**src/rtl/core/efhc_pkg.sv**
```systemverilog
`timescale 1ns / 1ps
// ----------------------------------------------------------------------------
// efhc_pkg
// Shared types and constants for the Ethernet frame header classifier.
// ----------------------------------------------------------------------------
package efhc_pkg;

   // byte counter saturates here; must exceed every header offset examined
   localparam int COUNT_LIMIT = 2047;
   localparam int CNT_W       = $clog2(COUNT_LIMIT + 1);

   // capture windows, in bytes
   localparam int LLC_BYTES = 8;
   localparam int NET_BYTES = 28;
   localparam int TRN_BYTES = 14;
   localparam int LLC_IDX_W = $clog2(LLC_BYTES);
   localparam int NET_IDX_W = $clog2(NET_BYTES);
   localparam int TRN_IDX_W = $clog2(TRN_BYTES);

   // ethertypes and protocol codes
   localparam logic [15:0] ETH_VLAN      = 16'h8100;
   localparam logic [15:0] ETH_IPV4      = 16'h0800;
   localparam logic [15:0] ETH_ARP       = 16'h0806;
   localparam logic [15:0] ETH_IPV6      = 16'h86dd;
   localparam logic [15:0] ETH_LEN_CEIL  = 16'd1500;
   localparam logic [7:0]  SAP_STP       = 8'h42;
   localparam logic [7:0]  SAP_SNAP      = 8'haa;
   localparam logic [23:0] OUI_CDP_ORG   = 24'h00000c;
   localparam logic [23:0] OUI_RFC1042   = 24'h000000;
   localparam logic [23:0] OUI_8021H     = 24'h0000f8;
   localparam logic [15:0] PID_CDP       = 16'h2000;
   localparam logic [15:0] PID_PVST      = 16'h010b;
   localparam logic [12:0] FRAG_MASK     = 13'h1fff;
   localparam logic [7:0]  PROTO_ICMP    = 8'd1;
   localparam logic [7:0]  PROTO_TCP     = 8'd6;
   localparam logic [7:0]  PROTO_UDP     = 8'd17;
   localparam logic [15:0] ARP_OP_REQ    = 16'd1;
   localparam logic [15:0] ARP_OP_ANSWER = 16'd2;
   localparam logic [12:0] VLAN_NONE     = 13'd4096;

   // frame kinds
   localparam logic [3:0] KIND_RUNT      = 4'd0;
   localparam logic [3:0] KIND_VLAN_CUT  = 4'd1;
   localparam logic [3:0] KIND_LLC_SHORT = 4'd2;
   localparam logic [3:0] KIND_STP       = 4'd3;
   localparam logic [3:0] KIND_LLC_OTHER = 4'd4;
   localparam logic [3:0] KIND_CDP       = 4'd5;
   localparam logic [3:0] KIND_SNAP      = 4'd6;
   localparam logic [3:0] KIND_IPV4_UNP  = 4'd7;
   localparam logic [3:0] KIND_ICMP      = 4'd8;
   localparam logic [3:0] KIND_TCP       = 4'd9;
   localparam logic [3:0] KIND_UDP       = 4'd10;
   localparam logic [3:0] KIND_IPV4_OTH  = 4'd11;
   localparam logic [3:0] KIND_ARP       = 4'd12;
   localparam logic [3:0] KIND_ARP_OTH   = 4'd13;
   localparam logic [3:0] KIND_IPV6      = 4'd14;
   localparam logic [3:0] KIND_OTHER     = 4'd15;

   // ARP classes
   localparam logic [15:0] ARP_PROBE    = 16'd0;
   localparam logic [15:0] ARP_ANNOUNCE = 16'd1;
   localparam logic [15:0] ARP_REQUEST  = 16'd2;
   localparam logic [15:0] ARP_REPLY    = 16'd3;
   localparam logic [15:0] ARP_UNKNOWN  = 16'd4;

   typedef struct packed {
      logic [7:0] data_byte;
      logic       last_byte;
   } req_beat_type;

   typedef struct packed {
      logic [3:0]  frame_kind;
      logic [47:0] dest_mac;
      logic [47:0] source_mac;
      logic [12:0] vlan_tag;
      logic [15:0] type_code;
      logic [31:0] source_addr;
      logic [31:0] dest_addr;
      logic [15:0] source_port;
      logic [15:0] dest_port;
      logic        ports_valid;
      logic        info_valid;
      logic [15:0] info_value;
   } rsp_beat_type;

   typedef logic [7:0] byte_type;

   // header fields captured from one frame, handed to the classifier
   typedef struct packed {
      logic [CNT_W-1:0]              cap;
      logic [95:0]                   macs;
      logic [15:0]                   etype0;
      logic [11:0]                   tci;
      logic [15:0]                   inner;
      byte_type [LLC_BYTES-1:0]      llc;
      byte_type [NET_BYTES-1:0]      net;
      byte_type [TRN_BYTES-1:0]      trn;
   } hdr_type;

endpackage

```
**src/rtl/core/efhc_capture.sv**
```systemverilog
`timescale 1ns / 1ps
// ----------------------------------------------------------------------------
// efhc_capture
// Counts frame bytes and latches the header bytes of interest at offsets
// derived from what has already arrived (VLAN tag, LLC/SNAP, IP header length).
// ----------------------------------------------------------------------------
module efhc_capture (
   input  logic                  clock,
   input  logic                  reset,
   input  logic                  advance,
   input  logic                  accept,
   input  efhc_pkg::req_beat_type beat,
   output logic                  pend,
   output efhc_pkg::hdr_type     hdr
);
   import efhc_pkg::*;

   logic [CNT_W-1:0] n_ff, n_in, cap_in;
   logic             pend_ff;
   logic [CNT_W-1:0] cap_ff;
   logic [95:0]      macs_ff;
   logic [15:0]      etype0_ff, inner_ff;
   logic [11:0]      tci_ff;
   byte_type [LLC_BYTES-1:0] llc_ff;
   byte_type [NET_BYTES-1:0] net_ff;
   byte_type [TRN_BYTES-1:0] trn_ff;

   logic             vlan;
   logic [15:0]      etype1;
   logic [CNT_W-1:0] off1, l3, l4, rel_llc, rel_net, rel_trn;

   // running offsets of each header layer
   always_comb begin
      vlan    = (etype0_ff == ETH_VLAN);
      etype1  = vlan ? inner_ff : etype0_ff;
      off1    = vlan ? CNT_W'(18) : CNT_W'(14);
      l3      = (etype1 <= ETH_LEN_CEIL) ? off1 + CNT_W'(8) : off1;
      l4      = l3 + CNT_W'({net_ff[0][3:0], 2'b00});
      rel_llc = n_ff - off1;
      rel_net = n_ff - l3;
      rel_trn = n_ff - l4;
      cap_in  = (n_ff < CNT_W'(COUNT_LIMIT)) ? n_ff + CNT_W'(1) : CNT_W'(COUNT_LIMIT);
      n_in    = beat.last_byte ? '0 : cap_in;
   end

   // control
   always_ff @(posedge clock) begin
      if (reset) begin
         n_ff    <= '0;
         pend_ff <= 1'b0;
      end else begin
         if (accept) n_ff <= n_in;
         if (advance) pend_ff <= accept & beat.last_byte;
      end
   end

   // header byte capture
   always_ff @(posedge clock) begin
      if (accept) begin
         if (beat.last_byte) cap_ff <= cap_in;
         if (n_ff < CNT_W'(12)) macs_ff <= {macs_ff[87:0], beat.data_byte};
         if (n_ff == CNT_W'(12) || n_ff == CNT_W'(13))
            etype0_ff <= {etype0_ff[7:0], beat.data_byte};
         if (n_ff == CNT_W'(14)) tci_ff[11:8] <= beat.data_byte[3:0];
         if (n_ff == CNT_W'(15)) tci_ff[7:0] <= beat.data_byte;
         if (n_ff == CNT_W'(16) || n_ff == CNT_W'(17))
            inner_ff <= {inner_ff[7:0], beat.data_byte};
         if (n_ff >= off1 && rel_llc < CNT_W'(LLC_BYTES))
            llc_ff[rel_llc[LLC_IDX_W-1:0]] <= beat.data_byte;
         if (n_ff >= l3 && rel_net < CNT_W'(NET_BYTES))
            net_ff[rel_net[NET_IDX_W-1:0]] <= beat.data_byte;
         if (n_ff >= l4 && rel_trn < CNT_W'(TRN_BYTES))
            trn_ff[rel_trn[TRN_IDX_W-1:0]] <= beat.data_byte;
      end
   end

   assign pend        = pend_ff;
   assign hdr.cap     = cap_ff;
   assign hdr.macs    = macs_ff;
   assign hdr.etype0  = etype0_ff;
   assign hdr.tci     = tci_ff;
   assign hdr.inner   = inner_ff;
   assign hdr.llc     = llc_ff;
   assign hdr.net     = net_ff;
   assign hdr.trn     = trn_ff;

endmodule

```
**src/rtl/core/efhc_classify.sv**
```systemverilog
`timescale 1ns / 1ps
// ----------------------------------------------------------------------------
// efhc_classify
// Turns the captured header bytes of one frame into its classification.
// ----------------------------------------------------------------------------
module efhc_classify (
   input  efhc_pkg::hdr_type      hdr,
   output efhc_pkg::rsp_beat_type rsp
);
   import efhc_pkg::*;

   logic             fin;
   logic [15:0]      et, pid, tot, ulen, op;
   logic [23:0]      oui;
   logic [7:0]       sap, proto;
   logic [CNT_W-1:0] off, l4;
   logic [5:0]       ihl, doff;
   logic [6:0]       hsum;
   logic [12:0]      frag;
   logic [31:0]      spa, tpa;

   always_comb begin
      rsp          = '0;
      rsp.vlan_tag = VLAN_NONE;
      fin   = 1'b0;
      et    = hdr.etype0;
      off   = CNT_W'(14);
      sap   = hdr.llc[0];
      oui   = {hdr.llc[3], hdr.llc[4], hdr.llc[5]};
      pid   = {hdr.llc[6], hdr.llc[7]};
      ihl   = {hdr.net[0][3:0], 2'b00};
      proto = hdr.net[9];
      frag  = {hdr.net[6][4:0], hdr.net[7]} & FRAG_MASK;
      tot   = {hdr.net[2], hdr.net[3]};
      doff  = {hdr.trn[12][7:4], 2'b00};
      hsum  = {1'b0, ihl} + {1'b0, doff};
      ulen  = {hdr.trn[4], hdr.trn[5]};
      op    = {hdr.net[6], hdr.net[7]};
      spa   = {hdr.net[14], hdr.net[15], hdr.net[16], hdr.net[17]};
      tpa   = {hdr.net[24], hdr.net[25], hdr.net[26], hdr.net[27]};
      l4    = '0;

      if (hdr.cap < CNT_W'(14)) begin
         fin = 1'b1;
      end else begin
         rsp.dest_mac   = hdr.macs[95:48];
         rsp.source_mac = hdr.macs[47:0];
      end

      // 802.1Q tag
      if (!fin && et == ETH_VLAN) begin
         if (hdr.cap < CNT_W'(18)) begin
            rsp.frame_kind = KIND_VLAN_CUT;
            rsp.type_code  = ETH_VLAN;
            fin = 1'b1;
         end else begin
            rsp.vlan_tag = {1'b0, hdr.tci};
            et  = hdr.inner;
            off = CNT_W'(18);
         end
      end

      // 802.3 LLC / SNAP
      if (!fin && et <= ETH_LEN_CEIL) begin
         fin = 1'b1;
         if (hdr.cap < off + CNT_W'(3)) begin
            rsp.frame_kind = KIND_LLC_SHORT;
            rsp.type_code  = et;
         end else if (sap == SAP_STP) begin
            rsp.frame_kind = KIND_STP;
            rsp.type_code  = {8'h00, sap};
         end else if (sap != SAP_SNAP || hdr.cap < off + CNT_W'(8)) begin
            rsp.frame_kind = KIND_LLC_OTHER;
            rsp.type_code  = {8'h00, sap};
         end else if (oui == OUI_CDP_ORG && pid == PID_CDP) begin
            rsp.frame_kind = KIND_CDP;
            rsp.type_code  = pid;
         end else if (oui == OUI_CDP_ORG && pid == PID_PVST) begin
            rsp.frame_kind = KIND_STP;
            rsp.type_code  = {8'h00, sap};
         end else if (oui != OUI_RFC1042 && oui != OUI_8021H) begin
            rsp.frame_kind = KIND_SNAP;
            rsp.type_code  = pid;
         end else begin
            fin = 1'b0;
            et  = pid;
            off = off + CNT_W'(8);
         end
      end

      l4 = off + CNT_W'(ihl);

      if (!fin) begin
         if (et == ETH_IPV4) begin
            // IPv4 and its transport header
            if (hdr.cap < off + CNT_W'(20) || hdr.net[0][7:4] != 4'd4) begin
               rsp.frame_kind = KIND_IPV4_UNP;
               rsp.type_code  = et;
            end else begin
               rsp.source_addr = {hdr.net[12], hdr.net[13], hdr.net[14], hdr.net[15]};
               rsp.dest_addr   = {hdr.net[16], hdr.net[17], hdr.net[18], hdr.net[19]};
               if (proto == PROTO_ICMP) begin
                  rsp.frame_kind = KIND_ICMP;
                  if (frag == '0 && ihl >= 6'd20 && hdr.cap >= l4 + CNT_W'(2)) begin
                     rsp.type_code  = {hdr.trn[0], hdr.trn[1]};
                     rsp.info_valid = 1'b1;
                  end
               end else if (proto != PROTO_TCP && proto != PROTO_UDP) begin
                  rsp.frame_kind = KIND_IPV4_OTH;
                  rsp.type_code  = {8'h00, proto};
               end else begin
                  rsp.frame_kind = (proto == PROTO_TCP) ? KIND_TCP : KIND_UDP;
                  if (proto == PROTO_UDP) rsp.type_code = {8'h00, proto};
                  if (frag == '0 && ihl >= 6'd20 && hdr.cap >= l4 + CNT_W'(4)) begin
                     rsp.source_port = {hdr.trn[0], hdr.trn[1]};
                     rsp.dest_port   = {hdr.trn[2], hdr.trn[3]};
                     rsp.ports_valid = 1'b1;
                     if (proto == PROTO_TCP && hdr.cap >= l4 + CNT_W'(14)) begin
                        rsp.type_code  = {8'h00, hdr.trn[13]};
                        rsp.info_valid = 1'b1;
                        rsp.info_value = (tot > {9'd0, hsum}) ? tot - {9'd0, hsum} : '0;
                     end
                     if (proto == PROTO_UDP && hdr.cap >= l4 + CNT_W'(6)) begin
                        rsp.info_valid = 1'b1;
                        rsp.info_value = (ulen > 16'd8) ? ulen - 16'd8 : '0;
                     end
                  end
               end
            end
         end else if (et == ETH_ARP) begin
            // Ethernet/IPv4 ARP only
            if (!(hdr.cap >= off + CNT_W'(28) && {hdr.net[0], hdr.net[1]} == 16'd1
                  && {hdr.net[2], hdr.net[3]} == ETH_IPV4 && hdr.net[4] == 8'd6
                  && hdr.net[5] == 8'd4)) begin
               rsp.frame_kind = KIND_ARP_OTH;
               rsp.type_code  = et;
            end else begin
               rsp.frame_kind  = KIND_ARP;
               rsp.type_code   = op;
               rsp.source_addr = spa;
               rsp.dest_addr   = tpa;
               rsp.info_valid  = 1'b1;
               if (op == ARP_OP_REQ && spa == '0) rsp.info_value = ARP_PROBE;
               else if (spa == tpa)               rsp.info_value = ARP_ANNOUNCE;
               else if (op == ARP_OP_REQ)         rsp.info_value = ARP_REQUEST;
               else if (op == ARP_OP_ANSWER)      rsp.info_value = ARP_REPLY;
               else                               rsp.info_value = ARP_UNKNOWN;
            end
         end else begin
            rsp.frame_kind = (et == ETH_IPV6) ? KIND_IPV6 : KIND_OTHER;
            rsp.type_code  = et;
         end
      end
   end

endmodule

```
**src/rtl/core/ethernet_frame_header_classifier.sv**
```systemverilog
`timescale 1ns / 1ps
// ----------------------------------------------------------------------------
// ethernet_frame_header_classifier
// Byte-wide frame input, one header classification per frame.
// ----------------------------------------------------------------------------
//   channel  | direction | beat
//   req_     | in        | one frame byte, last_byte marks frame end
//   rsp_     | out       | one classification, per frame
//
// One byte is taken every cycle while req_stall is low; header bytes are latched as they pass.
// After the last byte is taken, the header bytes and pend flag are registered,
// then the classifier logic result is loaded into the rsp_ register.
// Reset clears the byte counter and all valid flags; a frame in flight is lost.
// While a result is held by rsp_stall, req_stall is raised.
// ----------------------------------------------------------------------------
module ethernet_frame_header_classifier (
   input  logic                   clock,
   input  logic                   reset,
   input  logic                   req_valid,
   output logic                   req_stall,
   input  efhc_pkg::req_beat_type req_beat,
   output logic                   rsp_valid,
   input  logic                   rsp_stall,
   output efhc_pkg::rsp_beat_type rsp_beat
);
   import efhc_pkg::*;

   logic         advance, accept, pend;
   hdr_type      hdr;
   rsp_beat_type rsp_in, rsp_ff;
   logic         rsp_valid_ff;

   // pipeline moves unless a valid result is held by rsp_stall
   assign advance   = !(rsp_valid_ff && rsp_stall);
   assign req_stall = !advance;
   assign accept    = req_valid && advance;

   efhc_capture u_capture (
      .clock   (clock),
      .reset   (reset),
      .advance (advance),
      .accept  (accept),
      .beat    (req_beat),
      .pend    (pend),
      .hdr     (hdr)
   );

   efhc_classify u_classify (
      .hdr (hdr),
      .rsp (rsp_in)
   );

   // result register
   always_ff @(posedge clock) begin
      if (reset) begin
         rsp_valid_ff <= 1'b0;
      end else if (advance) begin
         rsp_valid_ff <= pend;
      end
   end

   always_ff @(posedge clock) begin
      if (advance && pend) rsp_ff <= rsp_in;
   end

   assign rsp_valid = rsp_valid_ff;
   assign rsp_beat  = rsp_ff;

endmodule

```
**config.mk**
```make
export PLATFORM = sky130hd
export DESIGN_NAME = ethernet_frame_header_classifier
export DESIGN_NICKNAME = d
export VERILOG_FILES = /design/src/rtl/core/efhc_pkg.sv /design/src/rtl/core/efhc_capture.sv /design/src/rtl/core/efhc_classify.sv /design/src/rtl/core/ethernet_frame_header_classifier.sv
export SDC_FILE = /design/constraint.sdc
export NUM_CORES = 1
export LEC_CHECK = 0
export ABC_CLOCK_PERIOD_IN_PS = 12600
export BUFFER_PORTS_ARGS = -buffer_cell sky130_fd_sc_hd__buf_2
export CAP_MARGIN = 20
export CORE_MARGIN = 2
export CORE_UTILIZATION = 45
export CTS_CLUSTER_SIZE = 40
export DETAILED_ROUTE_END_ITERATION = 7
export GPL_TIMING_DRIVEN = 0
export HOLD_SLACK_MARGIN = 0.1
export SYNTH_ARGS = -nofsm -noshare
export SYNTH_HDL_FRONTEND = slang
export SYNTH_SLANG_ARGS = --single-unit
```
**constraint.sdc**
```tcl
create_clock -name clock -period 12.6 [get_ports clock]
set_clock_uncertainty 0.2 [all_clocks]
set_input_delay 0.63 -clock clock [delete_from_list [all_inputs] [get_ports clock]]
set_output_delay 0.63 -clock clock [all_outputs]
set_load 0.05 [all_outputs]
```
# ---- After elaboration in Yosys (flattened, before gate mapping)
# Index checks and enable logic that the tools add are counted.
dict set report op_classes {
  n_reduce_logical 47
  mux 102
  n_eq_ne 29
  n_bitwise 4
  n_lt_le_gt_ge 29
  addsub 18
}
# cell n
set op_table {}
lappend op_table {{$mux W16} 33}
lappend op_table {{$bwmux W224} 1}
lappend op_table {{$mux W130} 1}
lappend op_table {{$mux W64} 2}
lappend op_table {{$mux W11} 11}
lappend op_table {{$mux W114} 1}
lappend op_table {{$bwmux W112} 1}
lappend op_table {{$mux W50} 2}
lappend op_table {{$ge A11 B11 Y1} 8}
lappend op_table {{$mux W17} 5}
lappend op_table {{$mux W80} 1}
lappend op_table {{$mux W33} 2}
lappend op_table {{$bwmux W64} 1}
lappend op_table {{$mux W4} 14}
lappend op_table {{$eq A16 B12 Y1 const B} 3}
lappend op_table {{$eq A11 B4 Y1 const B} 4}
lappend op_table {{$lt A11 B4 Y1 const B} 4}
lappend op_table {{$demux W8 S5} 1}
lappend op_table {{$add A11 B4 Y11 const B} 3}
lappend op_table {{$lt A11 B11 Y1} 3}
lappend op_table {{$sub A11 B11 Y11} 3}
lappend op_table {{$demux W8 S4} 1}
lappend op_table {{$eq A16 B1 Y1 const B} 2}
lappend op_table {{$eq A16 B16 Y1 const B} 2}
lappend op_table {{other kinds (54)} 120}
dict set report totals {
  reg_bits 807
  output_inout_bits 245
  word_cells 301
}

# ---- Logic depth before layout (Yosys ltp)
dict set report logic_depth {
  word_depth 25
  depth_mapped 38
  depth_no_buf 32
}

# ---- Cells and area by module
# Synthesis repeated with hierarchy kept, for this count alone.
dict set report unflattened {
  hier_cells 2155
  area_unflattened_um2 33138.0
}
# mod area_each_um2 instances cells_per_inst seq_area_each_um2
set modules_own_cells {}
lappend modules_own_cells {efhc_capture 18903.1 1 875 16786.1}
lappend modules_own_cells {ethernet_frame_header_classifier 7348.3 1 250 7317.0}
lappend modules_own_cells {efhc_classify 6886.6 1 1030 0.0}

# ---- Worst setup path after synthesis
# Ideal clock, no wire load.
dict set report synth_timing {
  path_type {input port to flip-flop}
  from {in rsp_stall}
  to {reg u_capture.macs_ff[0] (enable)}
  cell_stages 6
  t_required_ns 11.712
  t_arrival_ns 8.835
  slack_ns 2.876
  cell_sequence {nand2_1 nand2_1 or3_1 or2_2 or3_1 nor3b_1}
}
dict set report synth_via {
  elab_chain_cells 4
}
# element line
set synth_rtl {}
lappend synth_rtl {{from (decl)} ethernet_frame_header_classifier.sv:23} ;# input logic rsp_stall,
lappend synth_rtl {{$logic_and A1 B1 Y1} ethernet_frame_header_classifier.sv:34} ;# assign advance = !(rsp_valid_ff && rsp_stall);
lappend synth_rtl {{$logic_not A1 Y1} ethernet_frame_header_classifier.sv:34}
lappend synth_rtl {{$logic_and A1 B1 Y1} ethernet_frame_header_classifier.sv:36} ;# assign accept = req_valid && advance;
lappend synth_rtl {{$reduce_and A2 Y1 (no source line)} n/a}
lappend synth_rtl {{to (signal assigned)} efhc_capture.sv:61} ;# if (n_ff < CNT_W'(12)) macs_ff <= {macs_ff[87:0], beat.data_byte};
lappend synth_rtl {{to (decl)} efhc_capture.sv:21} ;# logic [95:0] macs_ff;
# Every way passes these cells.
# A chain may end at the register's enable or synchronous reset.

==> out/metrics.csv <==
metric,value,unit
yosysWarnings,0,
synth-xor-area-share,2.53,%
drt_iter0_markers,1300,
drv_cap,0,
synthFlopType,edfxtp_1,
multi_input_area,7610,um^2
syn_area,28400,um^2
grt_setup_unrepaired,no,
portBuffers,257,
cp-start-kind,flop,
drive_gt1_share,18.7,%
ys_types,86,
pin_count,258,
wl_met3,5.63,mm
synth_top_family_by_area,simple AND/OR/NAND/NOR gates,
p_leak,0.0118,uW
seq_area,20400,um^2
wl_per_cell,24.1,um
critical_path.top_delay_family,compound AO/OA/AOI/OAI gates,
met1Wirelength,32.1,mm
end_kind,flop,
seq_power_share,53.4,%
area_growth,17.6,%
dp_hpwl,54.5,mm
worst_pin_slew,1110,ps
grt_max_degree,74,
combPwrFrac,4.1,%
clockPowerShare,42.4,%
dr_wl_met2,35.7,mm
finalCriticalPeriod,10800,ps
grt_pass1_wl,109,mm
vias,17700,
htree_levels,3,
crit_slowest_cell,o41ai_1,
initial_utilization,45.3,%
synth-simple-area-share,11.4,%
p_int,3750,uW
synth_edf_count,670,
critPathRequiredTime,12700,ps
clock_path_buffers,3,
nFillCells,5140,
ys_ff_latch,683,
clock-sinks,683,
top_layer_used,met4,
syn_nets,1977,
cp_num_buf_inv,9,
final-hold-violation-count,0,
synth_top_area_cell,edfxtp_1,
std_cell_rows,92,
antenna_left,0,
cts_tree,done,
path_common_cell,clkbuf_1,
fp.dieH,255,um
worstPathMaxFanout,12,
setup_viol,0,
stdcell_count,3140,
slew_headroom,25.9,%
synth.avg_cell_area,15.1,um^2
placed_area,31200,um^2
syn_inst,1885,
synth.top_cell.area_share,70.8,%
sw_frac_of_total,21.7,%
grt_usage,23.1,%
synth_seq_area_share,71.7,%
rrSetupSlack,1800,ps
status,"finished, final reports clean",
coreArea,62700,um^2
critPathMaxStageDelay,700,ps
wl,75.6,mm
cts_resized,0,
worstPathArrival,10900,ps
grt_overflow_total,0,
place.gp.congestion,0.912,
switchingPower,1040,uW
drt_pass1_iterations,5,
vias_per_cell,5.64,
synth_compound_area_share,8.73,%
synthArstFlopShare,0,%
nNetsFinal,2335,
dp_cells,3013,
grt_antenna_before_repair,1,
fin_area,33400,um^2
irDropWorstVdd,0.0916,mV
clk_pin_slew_worst_paths,60,ps
die_w,255,um
grt_pass1_vias,17100,
fp.dieArea,65200,um^2
fmax,0.0926,GHz
maxSlewViolCount,0,
fin_crit_sh,85.7,%
powerDensity,143,nW/um^2
diodes,0,
clkLatencyLatePin,610,ps
yosys-mux-area-fraction,0.418,%
cts-buffers-inserted,73,
hold_path_class,primary input to flop,
drc_errors,0,
critPathKind,flop to flop,
root_buffer,clkbuf_16,
synthTopCellsByArea,"edfxtp_1 (71%), ha_1 (3.2%), and2_1 (3.0%)",
synth-adder-area-share,3.64,%
## state kept, by name, indices dropped and copies added (netlist names)
| signal | cells |
|---|---|
| u_capture.hdr | 276 |
| rsp_beat | 243 |
| u_capture.macs_ff | 96 |
| u_capture.etype0_ff | 16 |
| u_capture.inner_ff | 16 |
| u_capture.tci_ff | 12 |
| u_capture.cap_ff | 11 |
| u_capture.n_ff | 11 |
| rsp_valid | 1 |
| u_capture.pend | 1 |
## power groups by stage
stage,clock (uW),combinational [uW],sequential (uW)
2_1_floorplan,0,41.0,2690
3_3_place_gp,0,185,2620
3_5_place_dp,0,200,2610
4_1_cts,2070,200,2560
5_1_grt,2150,209,2560
6_report,2030,198,2560
## stage by stage
step	power [uW]	setup slack [ps]	hold slack [ps]	utilization [%]	TNS (ps)
5_1_grt	4930	1160	222	53.3	0
3_5_place_dp	2810	1930	223	49.7	0
2_1_floorplan	2730	2880	217	-	0
4_1_cts	4830	1850	182	53.3	0
6_report	4790	1800	220	53.3	0
3_3_place_gp	2810	-1070	219	49.0	-101420
## synth_stat cells, drive strengths merged (13+ instances only)
library cell    n
o21ai          38
nor2          109
inv            51
nor3           33
nand4          21
a22oi          13
nor4           38
nand2          68
edfxtp        670
o22ai          23
nor2b          13
a21o           15
buf            16
xor2           22
ha             73
a22o           65
nand3          29
nand2b         14
o211ai         13
xnor2          60
dfxtp          13
a21oi          63
and2          136
and3           54
clkbuf         45
## cell families (layout without fill, tap and decap cells)
family                     count (synthesis)  count (layout)
xor gates and xnor gates                  82              82
buffers and inverters                    112             521
adders and majority gates                 79              79
AOI/OAI and AO/OA                        340             340
muxes                                     11              11
DFF                                      683             683
and+or+nand+nor                          578             578
## routing by layer
layer / track usage, % / vias up
met5: 0 / -
met3: 3.99 / 124
met2: 37.2 / 709
met4: 7.89 / 0
met1: 31.8 / 8815
li1: - / 8046
## final cells by class
type                       instances  share of cell area, %
inverter                          51                  0.573
tap                              846                   3.17
sequential                       683                   61.0
timing repair buffer             283                   5.02
buffer                            61                  0.779
clock inverter                    34                  0.970
multi-input combinational       1090                   22.8
clock buffer                      92                   5.74
## worst paths after layout
| path | from | end | cells past startpoint |
|---|---|---|---|
| worst min-delay path | req_beat[0] | u_capture.n_ff[3] | 4 |
| worst max register to register | u_capture.etype0_ff[1] | rsp_beat[117] | 35 |
| worst min register to register | u_capture.macs_ff[5] | u_capture.macs_ff[13] | 0 |
| worst max-delay path | u_capture.etype0_ff[1] | rsp_beat[117] | 35 |
## worst register-to-register path: cells and delay by family, from the launching register on
family	cells	cell delay, ps
compound gates	12	3130
buf+inv	9	2770
simple gates	9	2340
fa+ha+maj	4	1230
xor+xnor	1	390
flops	1	380
## timing repair
action | CTS | global route
endpoints found under the hold margin | 3 | 0
setup endpoints to repair | 0 | 0
hold buffers | 1 | 0
buffers inserted | 0 | 0
## placed cells by master, fill, tap and decap left out, types with 36 or more instances in the layout
cell and count:
and2_1 133, ha_1 73, a22o_1 65, a21oi_1 63, nor4_1 36, buf_2 269, o21ai_0 37, clkbuf_1 63
clkbuf_16 74, nand2_1 68, and3_1 54, xnor2_1 60, nor2_1 107, edfxtp_1 670, inv_1 50
Power figures use the tool's default switching activity.
